**src/rtl/core/i2cbb_pkg.sv**
```systemverilog
`timescale 1ns / 1ps
// ----------------------------------------------------------------------------
// i2cbb_pkg
// shared types and constants for the tick-driven i2c master
// ----------------------------------------------------------------------------
package i2cbb_pkg;

    localparam int unsigned HALF_PERIOD_TICKS = 1;
    localparam int unsigned DELAY_W           = 10;

    localparam logic [1:0] ACT_TICK       = 2'd0;
    localparam logic [1:0] ACT_CMD_WRITE  = 2'd1;
    localparam logic [1:0] ACT_WORD_WRITE = 2'd2;
    localparam logic [1:0] ACT_PORT_READ  = 2'd3;

    localparam logic [1:0] REG_ADDRESS_BITS = 2'd0;
    localparam logic [1:0] REG_COMMAND_MASK = 2'd1;
    localparam logic [1:0] REG_READ_COMMAND = 2'd2;

    localparam logic [7:0] ADDRESS_BITS_RST = 8'd64;
    localparam logic [7:0] COMMAND_MASK_RST = 8'd62;
    localparam logic [7:0] READ_COMMAND_RST = 8'd77;

    typedef struct packed {
        logic [1:0]  action;
        logic [15:0] command_word;
        logic        sda_level_in;
    } i2cbb_cmd_t;

    typedef struct packed {
        logic       scl_level;
        logic       sda_level;
        logic       sda_is_input;
        logic       busy_res;
        logic       done_res;
        logic [7:0] read_data;
    } i2cbb_res_t;

endpackage

```
**src/rtl/core/i2c_bitbang_master_top.sv**
```systemverilog
`timescale 1ns / 1ps
// ----------------------------------------------------------------------------
// i2c_bitbang_master_top
// tick-driven i2c master: start, two bytes with ack clocks, stop
//
//   port    | dir | handshake          | word
//   --------+-----+--------------------+-----------------------------
//   cmd     | in  | cmd_valid/ready    | i2cbb_cmd_t, one bus tick
//   res     | out | res_valid/ready    | i2cbb_res_t, line levels
//   cfg     | in  | cfg_wr_en only     | cfg_index, cfg_data
//
// one word a cycle while res is not stalled; the result is registered and appears in the cycle after acceptance
// the sequencer state and the result register update at the same edge
// cmd_ready stays high while the result register is empty or being taken
// a stall on res holds the result and stops intake, state is kept
// reset puts the bus sequencer idle and loads the register defaults
// ----------------------------------------------------------------------------
module i2c_bitbang_master_top (
    input  logic                  clk,
    input  logic                  rst_n,
    input  logic                  cmd_valid,
    output logic                  cmd_ready,
    input  i2cbb_pkg::i2cbb_cmd_t cmd,
    output logic                  res_valid,
    input  logic                  res_ready,
    output i2cbb_pkg::i2cbb_res_t res,
    input  logic                  cfg_wr_en,
    input  logic [1:0]            cfg_index,
    input  logic [7:0]            cfg_data
);
    import i2cbb_pkg::*;

    localparam logic [3:0] PH_IDLE     = 4'd0;
    localparam logic [3:0] PH_START_HI = 4'd1;
    localparam logic [3:0] PH_START_LO = 4'd2;
    localparam logic [3:0] PH_BIT_LO   = 4'd3;
    localparam logic [3:0] PH_BIT_HI   = 4'd4;
    localparam logic [3:0] PH_ACK_LO   = 4'd5;
    localparam logic [3:0] PH_ACK_HI   = 4'd6;
    localparam logic [3:0] PH_STOP_A   = 4'd7;
    localparam logic [3:0] PH_STOP_B   = 4'd8;
    localparam logic [3:0] PH_STOP_C   = 4'd9;

    localparam logic [DELAY_W:0] HALF_END = (DELAY_W + 1)'(HALF_PERIOD_TICKS);

    logic [7:0]         address_bits_reg;
    logic [7:0]         command_mask_reg;
    logic [7:0]         read_command_reg;

    logic [3:0]         phase_reg,    phase_next;
    logic [3:0]         bit_idx_reg,  bit_idx_next;
    logic               byte_idx_reg, byte_idx_next;
    logic [7:0]         tx_shift_reg, tx_shift_next;
    logic [7:0]         rx_shift_reg, rx_shift_next;
    logic [7:0]         second_reg,   second_next;
    logic [1:0]         kind_reg,     kind_next;
    logic [DELAY_W-1:0] delay_reg,    delay_next;

    logic               res_valid_reg;
    i2cbb_res_t         res_reg, res_next;

    logic               accept;
    logic               reading;
    logic [DELAY_W:0]   delay_sum;

    assign cmd_ready = !res_valid_reg || res_ready;
    assign accept    = cmd_valid && cmd_ready;
    assign res_valid = res_valid_reg;
    assign res       = res_reg;

    // register file
    always_ff @(posedge clk or negedge rst_n)
    begin
        if (!rst_n)
        begin
            address_bits_reg <= ADDRESS_BITS_RST;
            command_mask_reg <= COMMAND_MASK_RST;
            read_command_reg <= READ_COMMAND_RST;
        end
        else if (cfg_wr_en)
        begin
            unique case (cfg_index)
                REG_ADDRESS_BITS: address_bits_reg <= cfg_data;
                REG_COMMAND_MASK: command_mask_reg <= cfg_data;
                REG_READ_COMMAND: read_command_reg <= cfg_data;
                default: ;
            endcase
        end
    end

    // one bus tick
    always_comb
    begin
        phase_next    = phase_reg;
        bit_idx_next  = bit_idx_reg;
        byte_idx_next = byte_idx_reg;
        tx_shift_next = tx_shift_reg;
        rx_shift_next = rx_shift_reg;
        second_next   = second_reg;
        kind_next     = kind_reg;
        delay_next    = delay_reg;
        reading       = 1'b0;
        delay_sum     = '0;

        res_next.scl_level    = 1'b1;
        res_next.sda_level    = 1'b1;
        res_next.sda_is_input = 1'b0;
        res_next.busy_res     = 1'b0;
        res_next.done_res     = 1'b0;

        // start on an idle tick
        if (phase_reg == PH_IDLE && cmd.action != ACT_TICK)
        begin
            kind_next = cmd.action;
            case (cmd.action)
                ACT_CMD_WRITE:
                begin
                    tx_shift_next = (cmd.command_word[14:7] & command_mask_reg)
                                    | address_bits_reg;
                    second_next   = cmd.command_word[7:0];
                end
                ACT_WORD_WRITE:
                begin
                    tx_shift_next = cmd.command_word[15:8];
                    second_next   = cmd.command_word[7:0];
                end
                default:
                begin
                    tx_shift_next = read_command_reg;
                    second_next   = '0;
                    rx_shift_next = '0;
                end
            endcase
            byte_idx_next = 1'b0;
            bit_idx_next  = '0;
            delay_next    = '0;
            phase_next    = PH_START_HI;
        end

        if (phase_next != PH_IDLE)
        begin
            reading           = (kind_next == ACT_PORT_READ) && byte_idx_next;
            res_next.busy_res = 1'b1;
            unique case (phase_next)
                PH_START_HI: begin res_next.scl_level = 1'b1; res_next.sda_level = 1'b1; end
                PH_START_LO: begin res_next.scl_level = 1'b1; res_next.sda_level = 1'b0; end
                PH_BIT_LO, PH_BIT_HI:
                begin
                    res_next.scl_level = (phase_next == PH_BIT_HI);
                    if (reading)
                    begin
                        res_next.sda_level    = 1'b1;
                        res_next.sda_is_input = 1'b1;
                    end
                    else
                    begin
                        res_next.sda_level = tx_shift_next[7];
                    end
                end
                PH_ACK_LO:   begin res_next.scl_level = 1'b0; res_next.sda_level = 1'b1; end
                PH_ACK_HI:   begin res_next.scl_level = 1'b1; res_next.sda_level = 1'b1; end
                PH_STOP_A:   begin res_next.scl_level = 1'b0; res_next.sda_level = 1'b0; end
                PH_STOP_B:   begin res_next.scl_level = 1'b1; res_next.sda_level = 1'b0; end
                default:     begin res_next.scl_level = 1'b1; res_next.sda_level = 1'b1; end
            endcase

            delay_sum = {1'b0, delay_next} + 1'b1;
            if (delay_sum >= HALF_END)
            begin
                delay_next = '0;
                unique case (phase_next)
                    PH_START_HI: phase_next = PH_START_LO;
                    PH_START_LO:
                    begin
                        phase_next   = PH_BIT_LO;
                        bit_idx_next = '0;
                    end
                    PH_BIT_LO:   phase_next = PH_BIT_HI;
                    PH_BIT_HI:
                    begin
                        if (reading)
                        begin
                            rx_shift_next = {rx_shift_next[6:0], cmd.sda_level_in};
                        end
                        else
                        begin
                            tx_shift_next = {tx_shift_next[6:0], 1'b0};
                        end
                        bit_idx_next = bit_idx_next + 4'd1;
                        phase_next   = (bit_idx_next >= 4'd8) ? PH_ACK_LO : PH_BIT_LO;
                    end
                    PH_ACK_LO:   phase_next = PH_ACK_HI;
                    PH_ACK_HI:
                    begin
                        if (!byte_idx_next)
                        begin
                            byte_idx_next = 1'b1;
                            tx_shift_next = second_next;
                            bit_idx_next  = '0;
                            phase_next    = PH_BIT_LO;
                        end
                        else
                        begin
                            phase_next = PH_STOP_A;
                        end
                    end
                    PH_STOP_A:   phase_next = PH_STOP_B;
                    PH_STOP_B:   phase_next = PH_STOP_C;
                    default:
                    begin
                        phase_next        = PH_IDLE;
                        byte_idx_next     = 1'b0;
                        bit_idx_next      = '0;
                        res_next.busy_res = 1'b0;
                        res_next.done_res = 1'b1;
                    end
                endcase
            end
            else
            begin
                delay_next = delay_sum[DELAY_W-1:0];
            end
        end

        res_next.read_data = rx_shift_next;
    end

    always_ff @(posedge clk or negedge rst_n)
    begin
        if (!rst_n)
        begin
            phase_reg     <= PH_IDLE;
            bit_idx_reg   <= '0;
            byte_idx_reg  <= 1'b0;
            tx_shift_reg  <= '0;
            rx_shift_reg  <= '0;
            second_reg    <= '0;
            kind_reg      <= ACT_TICK;
            delay_reg     <= '0;
            res_valid_reg <= 1'b0;
        end
        else
        begin
            if (accept)
            begin
                phase_reg    <= phase_next;
                bit_idx_reg  <= bit_idx_next;
                byte_idx_reg <= byte_idx_next;
                tx_shift_reg <= tx_shift_next;
                rx_shift_reg <= rx_shift_next;
                second_reg   <= second_next;
                kind_reg     <= kind_next;
                delay_reg    <= delay_next;
            end
            if (accept)
            begin
                res_valid_reg <= 1'b1;
            end
            else if (res_ready)
            begin
                res_valid_reg <= 1'b0;
            end
        end
    end

    always_ff @(posedge clk)
    begin
        if (accept)
        begin
            res_reg <= res_next;
        end
    end

    // checks
    a_result_follows_accept: assert property (
        @(posedge clk) disable iff (!rst_n)
        accept |=> res_valid_reg)
        else $error("result register not loaded after accepted word");

    a_idle_counters_clear: assert property (
        @(posedge clk) disable iff (!rst_n)
        (phase_reg == PH_IDLE) |-> (bit_idx_reg == '0 && !byte_idx_reg))
        else $error("bit or byte index left set while idle");

    a_done_ends_busy: assert property (
        @(posedge clk) disable iff (!rst_n)
        (res_valid_reg && res_reg.done_res) |-> !res_reg.busy_res)
        else $error("done reported while still busy");

    a_input_only_reading: assert property (
        @(posedge clk) disable iff (!rst_n)
        (res_valid_reg && res_reg.sda_is_input)
            |-> (res_reg.busy_res && kind_reg == ACT_PORT_READ))
        else $error("sda released outside a port read");

    a_bit_index_range: assert property (
        @(posedge clk) disable iff (!rst_n)
        bit_idx_reg <= 4'd8)
        else $error("bit index beyond one byte");

endmodule

```
**config.mk**
```make
export PLATFORM = sky130hd
export DESIGN_NAME = i2c_bitbang_master_top
export DESIGN_NICKNAME = d
export VERILOG_FILES = /design/src/rtl/core/i2cbb_pkg.sv /design/src/rtl/core/i2c_bitbang_master_top.sv
export SDC_FILE = /design/constraint.sdc
export NUM_CORES = 1
export LEC_CHECK = 0
export ABC_AREA = 1
export BUFFER_PORTS_ARGS = -buffer_cell sky130_fd_sc_hd__buf_2
export CELL_PAD_IN_SITES_DETAIL_PLACEMENT = 0
export CELL_PAD_IN_SITES_GLOBAL_PLACEMENT = 2
export CORE_MARGIN = 8
export CORE_UTILIZATION = 37
export CTS_BUF_LIST = sky130_fd_sc_hd__clkbuf_16
export DETAILED_ROUTE_END_ITERATION = 8
export PLACE_DENSITY = 0.91
export SLEW_MARGIN = 0
export SYNTH_ARGS = -nofsm -noshare
export SYNTH_HDL_FRONTEND = slang
export SYNTH_SLANG_ARGS = --single-unit
```
**constraint.sdc**
```tcl
create_clock -name clk -period 6.4 [get_ports clk]
set_input_delay 0 -clock clk [delete_from_list [all_inputs] [get_ports clk]]
set_output_delay 0 -clock clk [all_outputs]
set_load 0.05 [all_outputs]
```
==> flow_metrics.py <==
metrics = {
    "critical_path": {
        "max_stage_delay_ns": 0.67,
        "crit_path_top_delay_cell": "nand3_2",
        "regToRegSetupSlack_ns": 2.60,
        "crit_fanout": 41,
        "path_cells": "nor2_1 -> nand3_4 -> nand2_1 -> inv_1 -> ha_1 -> nand2_1 -> inv_1 -> nand3_1 -> inv_1 -> nand3_1 -> nand2_1 -> nor2_1 -> nand3_2 -> nand2_1 -> nand2_1 -> and2_1",
        "reg2reg_to": "res[4]$_DFFE_PP_",
        "crit_end": "res[4]$_DFFE_PP_",
        "crit_buf_inv": 3,
        "cp.depth": 16,
        "required_ns": 6.49,
        "r2r_start": "phase_reg[0]$_DFFE_PN0P_",
        "ff2ff_path_depth": 16,
        "critPathArrivalTime_ns": 3.89,
        "critical_path_class": "register to register",
        "cp-startpoint": "phase_reg[0]$_DFFE_PN0P_",
        "crit_path_start_kind": "register",
        "crit_family": "simple AND/OR/NAND/NOR gates",
        "cp_common_cell": "nand2_1",
        "cp-end-kind": "register",
    },
    "synthesis": {
        "synth_flop_cell": "dfrtp_1",
        "syn_inst": 634,
        "synthTopCellsByArea": "dfrtp_1 (32%), nand2_1 (14%), edfxtp_1 (8.3%)",
        "async_flop_share_pct": 84.3,
        "synth_top_area_share_pct": 32.1,
        "synth_common_cells": "nand2_1 (175), nand3_1 (70), inv_1 (68), o21ai_0 (62), dfrtp_1 (60)",
        "ys_ff_latch": 83,
        "postSynthAreaPerCell_sq_um": 7.39,
        "seq_area_frac_synth_pct": 46.0,
        "yosys_warnings": 0,
        "post-synth-top-count-cell": "nand2_1",
        "synth_top_area_cell": "dfrtp_1",
        "synth.cell_area_sq_um": 4680,
        "yosysUniqueCellTypes": 37,
        "syn_nets": 674,
        "synth_edf_count": 13,
    },
    "floorplan": {
        "start_util_pct": 37.6,
        "die_area_sq_um": 16500,
        "ios": 49,
        "die_x_um": 129,
        "rows": 41,
        "die-height_um": 129,
        "core-area_sq_um": 12500,
    },
    "routing": {
        "first_iter_violations": 326,
        "wl_per_cell_um": 13.5,
        "drt-total-wl_um": 11700,
        "drcViolationCount": 0,
        "vias": 4209,
        "dr.pass1.iters": 5,
        "ant_nets": 0,
        "vias_per_cell": 4.88,
    },
    "sta": {
        "finalSetupViolCount": 0,
        "drv_slew": 0,
        "skew_ns": 0.00631,
        "fmax_ghz": 0.263,
        "finalCriticalPeriod_ns": 3.80,
        "rsz0062_at_grt": "no",
        "relSlewSlack_pct": 38.3,
        "worstMarginPinSlew_ns": 0.925,
        "final-hold-violation-count": 0,
        "totalNegativeSetupSlack_ns": 0,
        "finalCritPeriodShare_pct": 59.3,
    },
    "clock_tree": {
        "clkTransAtPathRegs_ns": 0.06,
        "post_cts_resize_count": 0,
        "holdBufCountCts": 13,
        "cts.htree.levels": 3,
        "cts_tree": "done",
        "cts_root_buf": "clkbuf_16",
        "cts_setup_buffers": 0,
        "clkSinkCount": 83,
        "cts_buffers": 9,
        "clk_latency_ns": 0.34,
        "cts_buffer_depth": 2,
    },
    "placement": {
        "gp_congestion": 0.850,
        "dpl_cell_area_sq_um": 5050,
        "portBuffers": 48,
        "dp_hpwl_um": 7990,
    },
    "finish": {
        "n_antenna_cell": 0,
        "final_cell_area_sq_um": 5480,
        "largest_register_ffs": 13,
        "drive_gt1_share_pct": 13.9,
        "fin_nets": 726,
        "syn_to_final_growth_pct": 17.0,
    },
    "pwr": {
        "p_leak_nw": 2.74,
        "powerDensity_nw_per_um2": 375,
        "irDropWorstVdd_mv": 0.161,
    },
    "worst_hold_path": {
        "hold_class": "input pin to register",
    },
    "global_routing": {
        "gr-total-overflow": 0,
        "grt_pass1_wl_um": 20200,
        "grt_pass1_vias": 4164,
        "grt_usage_pct": 15.2,
        "antenna_found_initial": 0,
        "grt_max_degree": 71,
    },
    "run_status": {
        "outcome": "finished clean",
    },
    "job": {
        "maxCapViolCount": 0,
    },
}
==> final cells by class <==
cell class              instances  area [sq um]
well taps                     172           215
fillers                      1302          6980
flip-flops and latches         83          2150
repair buffers                 64           393
clock inverters                 6          55.1
inverters                      73           274
clock buffers                  10           250
multi-input cells             455          2140
==> worst min path at each step <==
stage | start | endpoint | slack (ns) | cells past startpoint
after floorplan | rst_n | address_bits_reg[0]$_DFFE_PN0P_ | -0.30 | 0
after global placement | cfg_data[4] | command_mask_reg[4]$_DFFE_PN1P_ | 0.26 | 3
after detailed placement | cfg_data[4] | command_mask_reg[4]$_DFFE_PN1P_ | 0.27 | 3
after CTS | cmd[17] | kind_reg[0]$_DFFE_PN0P_ | 0.004 | 3
after global routing | cmd[17] | kind_reg[0]$_DFFE_PN0P_ | 0.01 | 3
final | cmd[18] | kind_reg[1]$_DFFE_PN0P_ | 0.006 | 3
==> layer usage <==
| metal | vias up | track usage (%) | share of wire, % |
|---|---|---|---|
| li1 | 2156 | - | - |
| met1 | 1988 | 18.7 | 45 |
| met2 | 57 | 26.2 | 50 |
| met3 | 8 | 3.48 | 4.1 |
| met4 | 0 | 4.35 | 0.92 |
| met5 | - | 0 | 0 |
==> cells by family after synthesis <==
group / count (synthesis) / share of synthesized area, %
compound gates: 113 / 12.8
simple gates: 334 / 30.9
buf+inv: 96 / 8.31
xor+xnor: 2 / 0.374
flops: 83 / 46.0
fa+ha+maj: 6 / 1.60
==> power breakdown <==
part	total [mW]	switching, mW	internal (mW)
clock	0.532	0.210	0.322
sequential	0.733	0.0614	0.672
combinational	0.789	0.540	0.249
total	2.05	0.812	1.24
==> tightest hold or removal path: stages <==
cell and delay (ns):
buf_2 0.11, inv_1 0.09, o21ai_0 0.10
==> layout by cell type, fill, tap and decap left out, drive strengths merged <==
master       instances
or2                  7
nand3               73
o21bai               1
o31ai                1
clkinv               3
o21ai               69
a31oi                1
ha                   6
nand3b               2
dfstp               10
bufinv               1
nand4                4
a21boi               7
xor2                 1
dfrtp               60
xnor2                1
inv                 74
nand2              178
clkbuf              10
o21a                 1
dlygate4sd3         13
and2                 8
edfxtp              13
buf                 51
clkinvlp             1
o211ai               3
a21oi               30
nor2                60
nor3                 2
==> per-stage QoR <==
step	setup WS [ns]	hold slack (ns)	power, mW	cells	utilization, %
floorplan	3.95	-0.296	1.35	634	-
global placement	2.74	0.259	1.51	834	40.5
detailed placement	2.61	0.271	1.53	834	40.5
CTS	2.60	0.00446	2.08	863	44.0
global route	2.19	0.0148	2.23	863	44.0
finish	2.60	0.00558	2.05	863	44.0
No activity file was read; power rests on OpenSTA's default activity.
